[src/sv/cuah_pkg.sv]
// cuah_pkg: shared types and constants for the channel-use approximate histogram
// no dependencies; used by cuah_mod and channel_use_approx_histogram

package cuah_pkg;

  // fixed field widths
  localparam int CHAN_W = 7;
  localparam int CNT_W  = 8;

  // saturation value of a usage counter
  localparam logic [CNT_W-1:0] CNT_MAX = {CNT_W{1'b1}};

  // sequencer states
  typedef enum logic [2:0] {
    ST_CLEAR,
    ST_IDLE,
    ST_READ,
    ST_DIV,
    ST_DONE
  } state_e;

endpackage

[src/sv/cuah_ram.sv]
// cuah_ram: generic simple dual-port RAM, one write port and one registered read port
// no dependencies

module cuah_ram #(
  parameter int WIDTH = 8,
  parameter int DEPTH = 128
) (
  input  logic                     clk_i,
  input  logic                     we_i,
  input  logic [$clog2(DEPTH)-1:0] waddr_i,
  input  logic [WIDTH-1:0]         wdata_i,
  input  logic                     re_i,
  input  logic [$clog2(DEPTH)-1:0] raddr_i,
  output logic [WIDTH-1:0]         rdata_o
);

  logic [WIDTH-1:0] mem_q [DEPTH];
  logic [WIDTH-1:0] rdata_q;

  // write port
  always_ff @(posedge clk_i) begin
    if (we_i) begin
      mem_q[waddr_i] <= wdata_i;
    end
  end

  // registered read port
  always_ff @(posedge clk_i) begin
    if (re_i) begin
      rdata_q <= mem_q[raddr_i];
    end
  end

  assign rdata_o = rdata_q;

endmodule

[src/sv/cuah_mod.sv]
// cuah_mod: iterative restoring remainder unit, one dividend bit per cycle
// depends on cuah_pkg

module cuah_mod (
  input  logic                       clk_i,
  input  logic                       rst_ni,
  input  logic                       start_i,
  input  logic [cuah_pkg::CNT_W-1:0] dividend_i,
  input  logic [cuah_pkg::CNT_W-1:0] divisor_i,
  output logic                       done_o,
  output logic                       rem_zero_o
);

  localparam int SW = $clog2(cuah_pkg::CNT_W);

  logic                       run_q, done_q;
  logic [SW-1:0]              step_q;
  logic [cuah_pkg::CNT_W-1:0] dvd_q, div_q, rem_q;
  logic [cuah_pkg::CNT_W:0]   trial;
  logic [cuah_pkg::CNT_W:0]   diff;
  logic                       last_step;

  // one restoring step: shift in the next dividend bit, subtract if it fits
  assign trial     = {rem_q, dvd_q[cuah_pkg::CNT_W-1]};
  assign diff      = trial - {1'b0, div_q};
  assign last_step = (step_q == SW'(cuah_pkg::CNT_W - 1));

  // control
  always_ff @(posedge clk_i or negedge rst_ni) begin
    if (!rst_ni) begin
      run_q  <= 1'b0;
      done_q <= 1'b0;
      step_q <= '0;
    end else begin
      done_q <= run_q && last_step;
      if (start_i) begin
        run_q  <= 1'b1;
        step_q <= '0;
      end else if (run_q) begin
        step_q <= step_q + SW'(1);
        if (last_step) begin
          run_q <= 1'b0;
        end
      end
    end
  end

  // datapath
  always_ff @(posedge clk_i) begin
    if (start_i) begin
      dvd_q <= dividend_i;
      div_q <= divisor_i;
      rem_q <= '0;
    end else if (run_q) begin
      dvd_q <= {dvd_q[cuah_pkg::CNT_W-2:0], 1'b0};
      if (!diff[cuah_pkg::CNT_W]) begin
        rem_q <= diff[cuah_pkg::CNT_W-1:0];
      end else begin
        rem_q <= trial[cuah_pkg::CNT_W-1:0];
      end
    end
  end

  assign done_o     = done_q;
  assign rem_zero_o = (rem_q == '0);

endmodule

[src/sv/channel_use_approx_histogram.sv]
// channel_use_approx_histogram: top level, per-channel approximate usage counters
// depends on cuah_pkg, cuah_ram, cuah_mod
//
//   channel | direction | handshake               | payload
//   in      | input     | in_valid_i / in_ready_o   | channel_i, busy_req_i, random_value_i
//   out     | output    | out_valid_o / out_ready_i | channel_count_o, max_count_o, incremented_o
//
// one request at a time: a request runs the 8-step remainder unit when busy_req_i is set,
// the channel is in range and its counter is 1 to 254, else it goes from read to done
// counters live in one RAM and are read per request and written back when incremented
// after reset a clearing pass writes zero to all NUM_CHANNELS entries, one per cycle,
// and in_ready_o stays low until the pass is done
// the output register lets the next request enter while a result waits

module channel_use_approx_histogram #(
  parameter int NUM_CHANNELS = 128
) (
  input  logic                        clk_i,
  input  logic                        rst_ni,
  input  logic                        in_valid_i,
  output logic                        in_ready_o,
  input  logic [cuah_pkg::CHAN_W-1:0] channel_i,
  input  logic                        busy_req_i,
  input  logic [cuah_pkg::CNT_W-1:0]  random_value_i,
  output logic                        out_valid_o,
  input  logic                        out_ready_i,
  output logic [cuah_pkg::CNT_W-1:0]  channel_count_o,
  output logic [cuah_pkg::CNT_W-1:0]  max_count_o,
  output logic                        incremented_o
);

  localparam int AW   = $clog2(NUM_CHANNELS);
  localparam int CMPW = ((AW > cuah_pkg::CHAN_W) ? AW : cuah_pkg::CHAN_W) + 1;

  cuah_pkg::state_e state_q, state_d;

  logic [AW-1:0]              clr_addr_q;
  logic [AW-1:0]              addr_q;
  logic                       busy_q, in_range_q;
  logic [cuah_pkg::CNT_W-1:0] rnd_q, cnt_q;
  logic [cuah_pkg::CNT_W-1:0] peak_q, peak_d;
  logic                       out_valid_q;
  logic [cuah_pkg::CNT_W-1:0] out_count_q, out_max_q;
  logic                       out_inc_q;

  logic [CMPW-1:0]            chan_ext;
  logic                       in_range;
  logic                       accept;
  logic                       clr_last;
  logic                       out_fire;
  logic                       need_div;
  logic                       inc;
  logic [cuah_pkg::CNT_W-1:0] cnt_inc;
  logic [cuah_pkg::CNT_W-1:0] rdata;
  logic [cuah_pkg::CNT_W-1:0] cnt_rd;
  logic                       ram_we, ram_re;
  logic [AW-1:0]              ram_waddr;
  logic [cuah_pkg::CNT_W-1:0] ram_wdata;
  logic                       mod_start, mod_done, rem_zero;

  // channel range check and address
  assign chan_ext = CMPW'(channel_i);
  assign in_range = (chan_ext < CMPW'(NUM_CHANNELS));
  assign accept   = in_valid_i && in_ready_o;
  assign clr_last = (clr_addr_q == AW'(NUM_CHANNELS - 1));

  // counter read back, forced to zero for a channel out of range
  assign cnt_rd   = in_range_q ? rdata : '0;
  assign need_div = busy_q && in_range_q && (rdata != '0) && (rdata != cuah_pkg::CNT_MAX);

  // increment decision and new maximum
  assign inc      = busy_q && in_range_q && (cnt_q != cuah_pkg::CNT_MAX)
                    && ((cnt_q == '0) || rem_zero);
  assign cnt_inc  = cnt_q + cuah_pkg::CNT_W'(1);
  assign peak_d   = (inc && (cnt_inc > peak_q)) ? peak_q + cuah_pkg::CNT_W'(1) : peak_q;
  assign out_fire = (state_q == cuah_pkg::ST_DONE) && (!out_valid_q || out_ready_i);

  // next state
  always_comb begin
    state_d = state_q;
    unique case (state_q)
      cuah_pkg::ST_CLEAR: if (clr_last) state_d = cuah_pkg::ST_IDLE;
      cuah_pkg::ST_IDLE:  if (in_valid_i) state_d = cuah_pkg::ST_READ;
      cuah_pkg::ST_READ:  state_d = need_div ? cuah_pkg::ST_DIV : cuah_pkg::ST_DONE;
      cuah_pkg::ST_DIV:   if (mod_done) state_d = cuah_pkg::ST_DONE;
      cuah_pkg::ST_DONE:  if (out_fire) state_d = cuah_pkg::ST_IDLE;
      default:            state_d = cuah_pkg::ST_CLEAR;
    endcase
  end

  // state outputs: handshake, RAM ports, remainder start
  always_comb begin
    in_ready_o = 1'b0;
    ram_re     = 1'b0;
    ram_we     = 1'b0;
    ram_waddr  = addr_q;
    ram_wdata  = cnt_inc;
    mod_start  = 1'b0;
    unique case (state_q)
      cuah_pkg::ST_CLEAR: begin
        ram_we    = 1'b1;
        ram_waddr = clr_addr_q;
        ram_wdata = '0;
      end
      cuah_pkg::ST_IDLE: begin
        in_ready_o = 1'b1;
        ram_re     = in_valid_i;
      end
      cuah_pkg::ST_READ: begin
        mod_start = need_div;
      end
      cuah_pkg::ST_DIV: begin
      end
      cuah_pkg::ST_DONE: begin
        ram_we = out_fire && inc;
      end
      default: begin
      end
    endcase
  end

  // control registers
  always_ff @(posedge clk_i or negedge rst_ni) begin
    if (!rst_ni) begin
      state_q     <= cuah_pkg::ST_CLEAR;
      clr_addr_q  <= '0;
      peak_q      <= '0;
      out_valid_q <= 1'b0;
    end else begin
      state_q     <= state_d;
      out_valid_q <= out_fire || (out_valid_q && !out_ready_i);
      if (state_q == cuah_pkg::ST_CLEAR) begin
        clr_addr_q <= clr_addr_q + AW'(1);
      end
      if (out_fire) begin
        peak_q <= peak_d;
      end
    end
  end

  // request and result payload
  always_ff @(posedge clk_i) begin
    if (accept) begin
      addr_q     <= chan_ext[AW-1:0];
      busy_q     <= busy_req_i;
      in_range_q <= in_range;
      rnd_q      <= random_value_i;
    end
    if (state_q == cuah_pkg::ST_READ) begin
      cnt_q <= cnt_rd;
    end
    if (out_fire) begin
      out_count_q <= inc ? cnt_inc : cnt_q;
      out_max_q   <= peak_d;
      out_inc_q   <= inc;
    end
  end

  // counter store
  cuah_ram #(
    .WIDTH (cuah_pkg::CNT_W),
    .DEPTH (NUM_CHANNELS)
  ) u_ram (
    .clk_i   (clk_i),
    .we_i    (ram_we),
    .waddr_i (ram_waddr),
    .wdata_i (ram_wdata),
    .re_i    (ram_re),
    .raddr_i (chan_ext[AW-1:0]),
    .rdata_o (rdata)
  );

  // random byte modulo current counter
  cuah_mod u_mod (
    .clk_i      (clk_i),
    .rst_ni     (rst_ni),
    .start_i    (mod_start),
    .dividend_i (rnd_q),
    .divisor_i  (rdata),
    .done_o     (mod_done),
    .rem_zero_o (rem_zero)
  );

  assign out_valid_o     = out_valid_q;
  assign channel_count_o = out_count_q;
  assign max_count_o     = out_max_q;
  assign incremented_o   = out_inc_q;

endmodule
[config.mk]
export PLATFORM = sky130hd
export DESIGN_NAME = channel_use_approx_histogram
export DESIGN_NICKNAME = d
export VERILOG_FILES = /design/src/sv/cuah_pkg.sv /design/src/sv/cuah_ram.sv /design/src/sv/cuah_mod.sv /design/src/sv/channel_use_approx_histogram.sv
export SDC_FILE = /design/constraint.sdc
export NUM_CORES = 1
export LEC_CHECK = 0
export ABC_AREA = 1
export BUFFER_PORTS_ARGS = -buffer_cell sky130_fd_sc_hd__buf_2
export CAP_MARGIN = 20
export CORE_MARGIN = 4
export CORE_UTILIZATION = 40
export CTS_CLUSTER_SIZE = 8
export DETAILED_ROUTE_END_ITERATION = 8
export HOLD_SLACK_MARGIN = 0.08
export PLACE_DENSITY = 0.52
export SYNTH_ARGS = -nofsm -noshare
export SYNTH_HDL_FRONTEND = slang
export SYNTH_SLANG_ARGS = --single-unit
[constraint.sdc]
create_clock -name clk_i -period 5.8 [get_ports clk_i]
set_clock_uncertainty 0.1 [all_clocks]
set_input_delay 0.87 -clock clk_i [delete_from_list [all_inputs] [get_ports clk_i]]
set_output_delay 0.87 -clock clk_i [all_outputs]
set_load 0.02 [all_outputs]
==> run metrics, run 1 <==
Worst slew margin 0.2392; CTS Buffer Depth 3; Tightest Hold Check Type input port to flip-flop; die height 348.5 µm; Pwr Density 338.0 mW/mm²; gr ovfl total 0; first-pass GRT wire length 190000 µm; max incr delay on CP 650 ps; final slew viol count 0; DP Wirelength 68720 µm; Reg clk slew, reported paths 50 ps; most frequent cells in the layout nand2_1 (1340), edfxtp_1 (1089), nand3_1 (949), nor2_1 (171), clkbuf_16 (163); vias per cell 5.400; worst endpoint data arrival time 4270 ps; crit share post-route 0.6914; Port Buffers 38; fin util 0.4565; Hold Startpoint busy_req_i; status complete, no violations; crit path launch state_q[0]$_DFFE_PN0P_; CTS Sinks 1121; ys flop type edfxtp_1; clock buffer count from CTS 158; R2R Path Start state_q[0]$_DFFE_PN0P_; gr usage total 0.2069; FP Rows 124; core area 0.1147 mm²; Routed Antenna Nets 0; EDFF count, synth 1089; root buffer cell clkbuf_16; Synth Cell Area 0.04636 mm²; gpl congestion 0.8054; number of global-route vias before repair 29220; post-route cell area 0.05235 mm²; Crit Path Class flip-flop to flip-flop; Setup TNS 0 ps; initial antenna violation count 3; Starting Density 0.4044; Worst-Margin Slew 1141 ps; FMAX 249.4 MHz; final setup fails 0; crit path max fanout 10; Max-cap violations 0; Peak VDD IR 311.4 µV; Setup WS pre-CTS 1547 ps; DP Area 0.04809 mm²; Die W 348.5 µm; Worst Setup Slack, final 1790 ps; syn avg cell area 11.42 µm²; Area Overhead vs Synth 12.90%; min Tclk post-route 4010 ps; post-cts gate resize count 0; crit-path most repeated cell nor2_1; Initial DRC Count 2486; share of synthesized registers carrying an async set or reset 0.02141; final hold vios 0; postcts setup bufs 0; drc violations 0; crit path buf inv count 4; Crit path max-delay family simple AND/OR/NAND/NOR gates; crit start category flip-flop; TritonCTS clock tree done; Vias 30300; cell breakdown of the critical path nor2_2 -> inv_2 -> nor2_4 -> buf_4 -> nor2_1 -> nor2_1 -> inv_1 -> nor2_1 -> nand2_1 -> buf_4 -> nor2_1; Worst Path Required 6060 ps; CP Capture Type flip-flop; total wire length 126700 µm; Yosys reg bits 1121; Post-Syn Instances 4060; RSZ-0062 raised after global routing false; Leakage 18.73 nW; IO Count 39; Yosys warning count 0; commonest non-fill, non-tap cell in the layout nand2_1; depth of the CTS H-tree 4; wire length per cell 22.57 µm; area of the die 0.1214 mm²; post-synth cell types 39; Nets 4113; Fin Hold WS 207.0 ps; Fillers 10410; critical path's slowest cell nor2_1; clock latency on the worst-skew pair 750 ps; layout cells sized above 1 0.07275; pin count of the biggest net entering global routing 174; first drt pass iteration count 7; post-synthesis net count 4103; register area share after synthesis 0.7217
-- report_power, final --
group / total [mW] / switching [mW] / leakage (nW) / internal [mW]
Combinational: 0.740 / 0.541 / 6.57 / 0.199
Sequential: 8.77 / 0.0000000000000000383 / 10.1 / 8.77
Clock: 8.18 / 3.21 / 2.07 / 4.98
-- area by class of cell --
type / count / area (µm²) / area share
Inverter: 93 / 367.9 / 0.007027
Sequential cell: 1121 / 33460 / 0.6393
Tap cell: 1512 / 1892 / 0.03614
Antenna cell: 4 / 10.01 / 0.0001912
Clock inverter: 7 / 97.59 / 0.001864
Timing Repair Buffer: 85 / 779.5 / 0.01489
Multi-Input combinational cell: 2611 / 11600 / 0.2216
Clock buffer: 179 / 4139 / 0.07907
-- layer usage --
metal	track usage	up-vias	share of wire
met4	0.06206	0	0.025
li1	-	14170	-
met1	0.2947	14970	0.45
met2	0.3277	952	0.46
met5	0	-	0
met3	0.03504	207	0.061
-- cells by family (layout without fill, tap and decap cells) --
group                      after synthesis  after routing  share of synthesized area
and+or+nand+nor                       2516           2516                     0.2320
buffers and inverters                  328            364                    0.02950
AOI/OAI and AO/OA                       50             50                   0.006288
other                                    0              4                          0
adders and majority gates               23             23                   0.006369
DFF                                   1121           1121                     0.7217
xor gates and xnor gates                22             22                   0.004156
-- worst paths after layout --
kind	end	slack [ps]	cells past startpoint
max	u_ram.mem_q[59][5]$_DFFE_PP_	1790	11
min	busy_q$_DFFE_PP_	210	1
min reg2reg	u_mod.step_q[1]$_DFFE_PN0P_	400	2
max reg2reg	u_ram.mem_q[59][5]$_DFFE_PP_	1790	11
min in group asynchronous	peak_q[0]$_DFFE_PN0P_	580	2
max in group asynchronous	u_mod.step_q[1]$_DFFE_PN0P_	4580	2
-- metrics by stage --
stage                     std cells  total power [mW]
final                          5612             17.69
after global routing           5609             18.27
after CTS                      5608             17.86
after detailed placement       5421             9.661
after global placement         5421             9.660
after floorplan                4060             9.396
-- worst reg2reg max path, delay by kind of cell, from the launching register on --
family | cells | cell delay (ps)
buffers and inverters | 4 | 920
flip-flops | 1 | 400
AND/OR/NAND/NOR | 7 | 2210
-- Yosys cell counts, types with 2 or more instances --
master	count	area (µm²)
dfrtp_1	24	600.6
or2_2	2	12.51
clkinv_1	3	11.26
o21ai_0	24	120.1
clkbuf_1	117	439.2
nor2_1	180	675.7
nand2_1	1340	5030
ha_1	22	275.3
a22oi_1	2	15.01
xor2_1	19	166.4
nand3_2	2	20.02
buf_6	7	78.83
edfxtp_1	1089	32700
nor2_2	5	31.28
o21ai_2	2	17.52
inv_1	84	315.3
nand4_1	16	100.1
o21ai_1	2	10.01
buf_2	64	320.3
nand3_1	949	4750
a21oi_1	13	65.06
nor3_1	8	40.04
buf_1	46	172.7
xnor2_1	3	26.28
dfxtp_1	8	160.2
inv_2	6	22.52
nand2_2	11	68.82
-- flip-flops by register name (all words and copies together) (netlist names), 8 cells and up --
name,count
max_count_o,8
u_mod.div_q,8
u_mod.rem_q,8
u_ram.mem_q,1024
u_ram.rdata_o,8
peak_q,8
rnd_q,8
u_mod.dvd_q,8
channel_count_o,8
cnt_q,8
-- repair_timing --
action / in CTS / in global routing
setup endpoints to repair: 0 / 0
hold buffers: 1 / 0
endpoints found under the hold margin: 24 / 0
(Power assumes the default switching activity.)
==> inputs of run 2 (changes only) <==
--- a/config.mk
+++ b/config.mk
@@ -5,7 +5,7 @@
 export SDC_FILE = /design/constraint.sdc
 export NUM_CORES = 1
 export LEC_CHECK = 0
-export ABC_AREA = 1
+export ABC_AREA = 0
 export BUFFER_PORTS_ARGS = -buffer_cell sky130_fd_sc_hd__buf_2
 export CAP_MARGIN = 20
 export CORE_MARGIN = 4
==> constraint.sdc (replaced) <==
create_clock -name clk_i -period 3.7 [get_ports clk_i]
set_clock_uncertainty 0.1 [all_clocks]
set_input_delay 0.555 -clock clk_i [delete_from_list [all_inputs] [get_ports clk_i]]
set_output_delay 0.555 -clock clk_i [all_outputs]
set_load 0.02 [all_outputs]
==> run 2 against run 1 <==
Compared with the run above: register-to-register slack worse by 1500 ps; die area shrank 4.0%; synthesized cell count shrank 43%; combinational power grew 2%; sequential share of layout area decreased by 0.26 points; clock power is 54% higher; flip-flop and latch count stayed put; critical path depth is 1 lower; routed wire length decreased by 14%; final cell count fell by 26%; first-iteration DRC count down 9.8%; non-clock buffer count up 208; critical path type unchanged; critical endpoint is now max_count_o[1]$_DFFE_PP_; largest cell class unchanged.
==> run metrics, run 2 <==
crit path max fanout 6 (-4); Pwr Density 516.2 mW/mm² (+53%); root buffer cell clkbuf_16; top-count cell post-synth edfxtp_1; die height 341.4 µm (-2.0%); final setup fails 0 (unchanged); clock buffer count from CTS 158 (unchanged); total wire length 109000 µm (-14%); max reg flops 1024 (unchanged); dominant cell type by area after synthesis edfxtp_1; Yosys warning count 0 (unchanged); initial antenna violation count 3 (unchanged); critical path's slowest cell a211oi_1; Die W 341.4 µm (-2.0%); Nets 2700 (-34%); core area 0.1105 mm² (-3.6%); most frequent cells in the layout edfxtp_1 (1089), buf_4 (211), mux4_2 (180), nor2_1 (171), clkbuf_16 (163); IO Count 39 (unchanged); layout cells sized above 1 0.2721 (+0.1993); final hold vios 0 (unchanged); EDFF count, synth 1089 (unchanged); register area share after synthesis 0.7524 (+0.03072); area of the die 0.1166 mm² (-4.0%); crit start category flip-flop; gpl congestion 0.8191 (+1.7%); first-pass GRT wire length 160600 µm (-15%); Synth area leaders edfxtp_1 (74%), mux4_2 (9.1%), mux2_2 (1.7%); Peak VDD IR 460.9 µV (+48%); Worst Path Required 4070 ps (-1990 ps); Reg with most FFs u_ram.mem_q; share of synthesized registers carrying an async set or reset 0.02141 (unchanged); Initial DRC Count 2243 (-9.8%); Synth top area share 0.7353 (+0.03002); Crit Path Class flip-flop to flip-flop; DP Wirelength 68530 µm (-0.28%); post-synth cell types 63 (+62%); Area Overhead vs Synth 18.19%; Worst-Margin Slew 998.0 ps (-143.2 ps); Port Buffers 38 (unchanged); TritonCTS clock tree done; CTS Buffer Depth 3 (unchanged); Vias 23130 (-24%); syn avg cell area 19.08 µm² (+67%); postcts setup bufs 0 (unchanged); RSZ-0062 raised after global routing false; min Tclk post-route 3431 ps (-579.4 ps); Routed Antenna Nets 0 (unchanged); ys flop type edfxtp_1; Tightest Hold Check Type input port to flip-flop; Starting Density 0.4024 (-0.001985); gr usage total 0.1874 (-0.01952); vias per cell 5.539 (+2.6%); FP Rows 122 (-1.6%); Reg clk slew, reported paths 50 ps (about the same); FMAX 291.5 MHz (+17%); drc violations 0 (unchanged); fin util 0.4756 (+0.01905); Yosys reg bits 1121 (unchanged); post-synthesis net count 2374 (-42%); crit share post-route 0.9273 (+0.2359); Leakage 17.62 nW (-5.9%); worst endpoint data arrival time 3800 ps (-470 ps); pin count of the biggest net entering global routing 129 (-26%); Max-cap violations 0 (unchanged); Commonest cells post-synth edfxtp_1 (1089), mux4_2 (180), nor2_1 (176), a22oi_1 (80), nand2_1 (71); CTS Sinks 1121 (unchanged); Synth Cell Area 0.04447 mm² (-4.1%); number of global-route vias before repair 23850 (-18%); Setup TNS 0 ps (unchanged); commonest non-fill, non-tap cell in the layout edfxtp_1; max incr delay on CP 540 ps (-110 ps); depth of the CTS H-tree 4 (unchanged); wire length per cell 26.09 µm (+16%); Worst slew margin 0.3290 (+0.08976); first drt pass iteration count 5 (-2); CP Capture Type flip-flop; final slew viol count 0 (unchanged); status complete, no violations; Post-Syn Instances 2331 (-43%); Fin Hold WS 160.1 ps (-46.94 ps); cell breakdown of the critical path ha_1 -> nand3_1 -> nor2_1 -> xor2_1 -> ha_1 -> nand4_1 -> nor2_1 -> a211oi_1 -> o21ai_0 -> mux2_2; clock latency on the worst-skew pair 730 ps (-20 ps); gr ovfl total 0 (unchanged)
-- run 2: path summary, 6_finish.rpt --
| check | start | to | slack [ps] | cells after the start |
|---|---|---|---|---|
| hold / removal | channel_i[3] | addr_q[3]$_DFFE_PP_ | 160 | 1 |
| max in group asynchronous | rst_ni | u_mod.done_o$_DFF_PN0_ | 2830 | 2 |
| hold reg to reg | peak_q[7]$_DFFE_PN0P_ | peak_q[7]$_DFFE_PN0P_ | 410 | 1 |
| setup reg to reg | cnt_q[0]$_DFFE_PN_ | max_count_o[1]$_DFFE_PP_ | 270 | 10 |
| min in group asynchronous | rst_ni | peak_q[4]$_DFFE_PN0P_ | 280 | 2 |
| setup / recovery | cnt_q[0]$_DFFE_PN_ | max_count_o[1]$_DFFE_PP_ | 270 | 10 |
-- run 2: timing repair --
action,in CTS,in global routing
endpoints found under the setup margin,0,1
gates resized for setup,0,1
hold buffers,13,0
hold endpoints to repair,37,0
-- run 2: routing by layer --
metal | global-route usage | vias up | wire [µm]
li1 | - | 10120 | -
met1 | 0.2697 | 12140 | 48700
met2 | 0.2953 | 719 | 51640
met3 | 0.03248 | 151 | 6233
met4 | 0.05497 | 2 | 2380
met5 | 0 | - | 12
-- run 2: critical path: cells and delay by family, from the launching register on --
family / cells / cell delay, ps
AOI/OAI and AO/OA: 2 / 800
xor gates and xnor gates: 1 / 250
adders and majority gates: 2 / 560
DFF: 1 / 520
muxes: 1 / 320
and+or+nand+nor: 4 / 640
-- run 2: through the flow --
stage | power (mW) | cell area [µm²] | worst slack, ps | instances
after floorplan | 14.44 | 44480 | 127.5 | 2331
after global placement | 14.74 | 48180 | -1.162 | 3972
after detailed placement | 14.73 | 48180 | -15.57 | 3972
after CTS | 27.48 | 52560 | 211.8 | 4175
after global routing | 28.09 | 52560 | 49.92 | 4175
final | 27.13 | 52560 | 269.1 | 4176
-- run 2: layout make-up --
| type | instances | area, µm² |
|---|---|---|
| flip-flops and latches | 1121 | 33460 |
| diodes | 1 | 2.502 |
| well taps | 1488 | 1862 |
| fillers | 9247 | 57960 |
| multi-input cells | 1054 | 10340 |
| inverters | 29 | 108.9 |
| clock inverters | 6 | 75.07 |
| clock buffers | 184 | 4168 |
| repair buffers | 293 | 2545 |
-- run 2: report_power, final --
part           internal [mW]         switching (mW)
clock network           7.77                   4.86
registers               13.8  0.0000000000000000373
logic                  0.315                  0.439
-- run 2: logic make-up (layout without fill, tap and decap cells) --
| kind of cell | count (synthesis) | in the layout | share of synthesized area |
|---|---|---|---|
| flip-flops | 1121 | 1121 | 0.7524 |
| AND/OR/NAND/NOR | 379 | 379 | 0.03990 |
| multiplexers | 325 | 325 | 0.1303 |
| AO/OA/AOI/OAI | 290 | 290 | 0.04715 |
| buffers and inverters | 156 | 512 | 0.01626 |
| XOR/XNOR | 37 | 37 | 0.007287 |
| adder cells (fa/ha/maj) | 23 | 23 | 0.006640 |
| other | 0 | 1 | 0 |
==> inputs of run 3 (changes only) <==
--- a/config.mk
+++ b/config.mk
@@ -9,11 +9,11 @@
 export BUFFER_PORTS_ARGS = -buffer_cell sky130_fd_sc_hd__buf_2
 export CAP_MARGIN = 20
 export CORE_MARGIN = 4
-export CORE_UTILIZATION = 40
+export CORE_UTILIZATION = 45
 export CTS_CLUSTER_SIZE = 8
 export DETAILED_ROUTE_END_ITERATION = 8
 export HOLD_SLACK_MARGIN = 0.08
-export PLACE_DENSITY = 0.52
+export PLACE_DENSITY = 0.57
 export SYNTH_ARGS = -nofsm -noshare
 export SYNTH_HDL_FRONTEND = slang
 export SYNTH_SLANG_ARGS = --single-unit
==> run 3 against run 2 <==
Compared with the run above: non-clock buffer count shrank 7; highest routed layer is now met4; sequential share of layout area increased by 0.42 points; total power increased by 0.64%; via count rose by 1.1%; critical path depth fell by 2; setup slack lost 56 ps; utilization increased by 5.6 points; first-iteration DRC count decreased by 4.9%.
==> run metrics, run 3 (synthesized netlist as in run 2, its figures left out) <==
status complete, no violations; Area Overhead vs Synth 17.41%; FP Rows 115 (-5.7%); antenna cells 0 (-1); Routed Antenna Nets 0 (unchanged); Worst slew margin 0.2977 (-0.03128); final non-filler cell total 3979 (-4.7%); worst endpoint data arrival time 3830 ps (+30 ps); RSZ-0062 raised after global routing false; initial antenna violation count 0 (-3); clock latency on the worst-skew pair 740 ps (about the same); crit path max fanout 7 (+1); IO Count 39 (unchanged); max reg flops 1024 (unchanged); layout cells sized above 1 0.2689 (-0.003106); root buffer cell clkbuf_16; min Tclk post-route 3487 ps (+56.22 ps); Hold Startpoint in_valid_i; total wire length 107100 µm (-1.7%); gr usage total 0.2073 (+0.01995); CTS Sinks 1121 (unchanged); Initial DRC Count 2134 (-4.9%); DP Wirelength 66400 µm (-3.1%); Die W 322.4 µm (-5.6%); Vias 23380 (+1.1%); Tightest Hold Check Type input port to flip-flop; vias per cell 5.875 (+6.1%); wire length per cell 26.93 µm (+3.2%); flop-to-flop setup slack 210 ps (-60 ps); Port Buffers 38 (unchanged); final hold vios 0 (unchanged); postcts setup bufs 0 (unchanged); final setup fails 0 (unchanged); gpl congestion 0.8358 (+2.0%); Leakage 17.56 nW (-0.34%); Critical R2R Capture u_ram.mem_q[109][1]$_DFFE_PP_; TritonCTS clock tree done; Pwr Density 523.0 mW/mm² (+1.3%); most frequent cells in the layout edfxtp_1 (1089), buf_4 (213), mux4_2 (180), nor2_1 (172), clkbuf_16 (162); Max-cap violations 0 (unchanged); Reg clk slew, reported paths 50 ps (about the same); drc violations 0 (unchanged); CTS Buffer Depth 3 (unchanged); Worst-Margin Slew 1052 ps (+54.32 ps); commonest non-fill, non-tap cell in the layout edfxtp_1; Cells after DPL 3762 (-5.3%); Crit Path Class flip-flop to flip-flop; Nets 2693 (-0.26%); area of the die 0.1039 mm² (-11%); Setup TNS 0 ps (unchanged); crit share post-route 0.9425 (+0.01520); core area 0.09828 mm² (-11%); gr ovfl total 0 (unchanged); crit start category flip-flop; reg2reg path depth 8 (-2); Hold EP state_q[1]$_DFFE_PN0P_; FMAX 286.8 MHz (-1.6%); Worst Path Required 4040 ps (-30 ps); die height 322.4 µm (-5.6%); Fillers 7646 (-17%); area of the multi-input gates 0.01033 mm² (about the same); number of global-route vias before repair 23800 (-0.20%); first drt pass iteration count 5 (unchanged); Starting Density 0.4525 (+0.05012); depth of the CTS H-tree 4 (unchanged); first-pass GRT wire length 157800 µm (-1.7%); clock buffer count from CTS 158 (unchanged); pin count of the biggest net entering global routing 129 (unchanged); Peak VDD IR 472.9 µV (+2.6%); WHS Path Cells 4 (+3); Reg with most FFs u_ram.mem_q; R2R Path Start cnt_q[0]$_DFFE_PN_; Reg area 0.03346 mm² (unchanged); CP Capture Type flip-flop; final slew viol count 0 (unchanged)
run 3: cell count changes in the layout (fill, tap and decap cells not counted), moves of 2 or more:
cell,previous run,this run
clkbuf_1,20,27
buf_4,211,213
dlygate4sd3_1,13,15
clkinv_8,2,7
buf_12,31,20
clkinv_1,0,2
run 3: through the flow:
stage,power (mW),cell area (µm²),util,hold slack (ps),setup slack (ps)
finish,27.31,52220,0.5313,201.3,212.8
global route,28.17,52220,0.5313,183.2,45.26
CTS,27.57,52220,0.5313,142.2,224.4
detailed placement,14.72,47730,0.4856,406.6,-189.6
global placement,14.71,47730,0.4856,400.8,-177.4
floorplan,14.44,44480,-,159.4,127.5
run 3: how the worst max path moves through the flow:
stage	from	to	slack, ps
after CTS	cnt_q[0]$_DFFE_PN_	u_ram.mem_q[109][6]$_DFFE_PP_	220
after global routing	cnt_q[0]$_DFFE_PN_	u_ram.mem_q[109][6]$_DFFE_PP_	50
after detailed placement	channel_i[0]	u_ram.rdata_o[6]$_DFFE_PP_	-190
after global placement	channel_i[0]	u_ram.rdata_o[6]$_DFFE_PP_	-180
after floorplan	cnt_q[0]$_DFFE_PN_	u_ram.mem_q[0][7]$_DFFE_PP_	130
final	cnt_q[0]$_DFFE_PN_	u_ram.mem_q[109][1]$_DFFE_PP_	210
run 3: worst max-delay path: stages, from the launching register on:
cell and delay, ps:
edfxtp_1 470, ha_1 280, nand3_1 150, nor2_1 110, a221o_1 360, o21ai_2 490, nand3_2 380, nor2_1 580
buf_4 250
run 3: timing repair:
item / in CTS / in global routing
endpoints found under the hold margin: 39 / 0
hold buffers: 15 / 0
gates resized for setup: 0 / 0
run 3: area by class of cell:
cell class	count	share of cell area
clock buffers	190	0.07984
clock inverters	12	0.003259
inverters	29	0.002085
multi-input cells	1054	0.1979
flip-flops and latches	1121	0.6409
well taps	1287	0.03084
repair buffers	286	0.04519
run 3: report_power, final:
| part | internal, mW | total (mW) | switching, mW | leakage, nW |
|---|---|---|---|---|
| clock | 7.80 | 12.8 | 5.01 | 2.11 |
| combinational | 0.303 | 0.742 | 0.439 | 4.92 |
| sequential | 13.8 | 13.8 | 0.0000000000000000215 | 10.5 |
| total | 21.9 | 27.3 | 5.45 | 17.6 |
run 3: routing by layer:
| layer | share of wire | track usage | vias to the layer above |
|---|---|---|---|
| met4 | 0.021 | 0.05966 | 0 |
| met2 | 0.47 | 0.3224 | 825 |
| met1 | 0.45 | 0.3033 | 12280 |
| li1 | - | - | 10110 |
| met3 | 0.063 | 0.03809 | 155 |
| met5 | 0 | 0 | - |
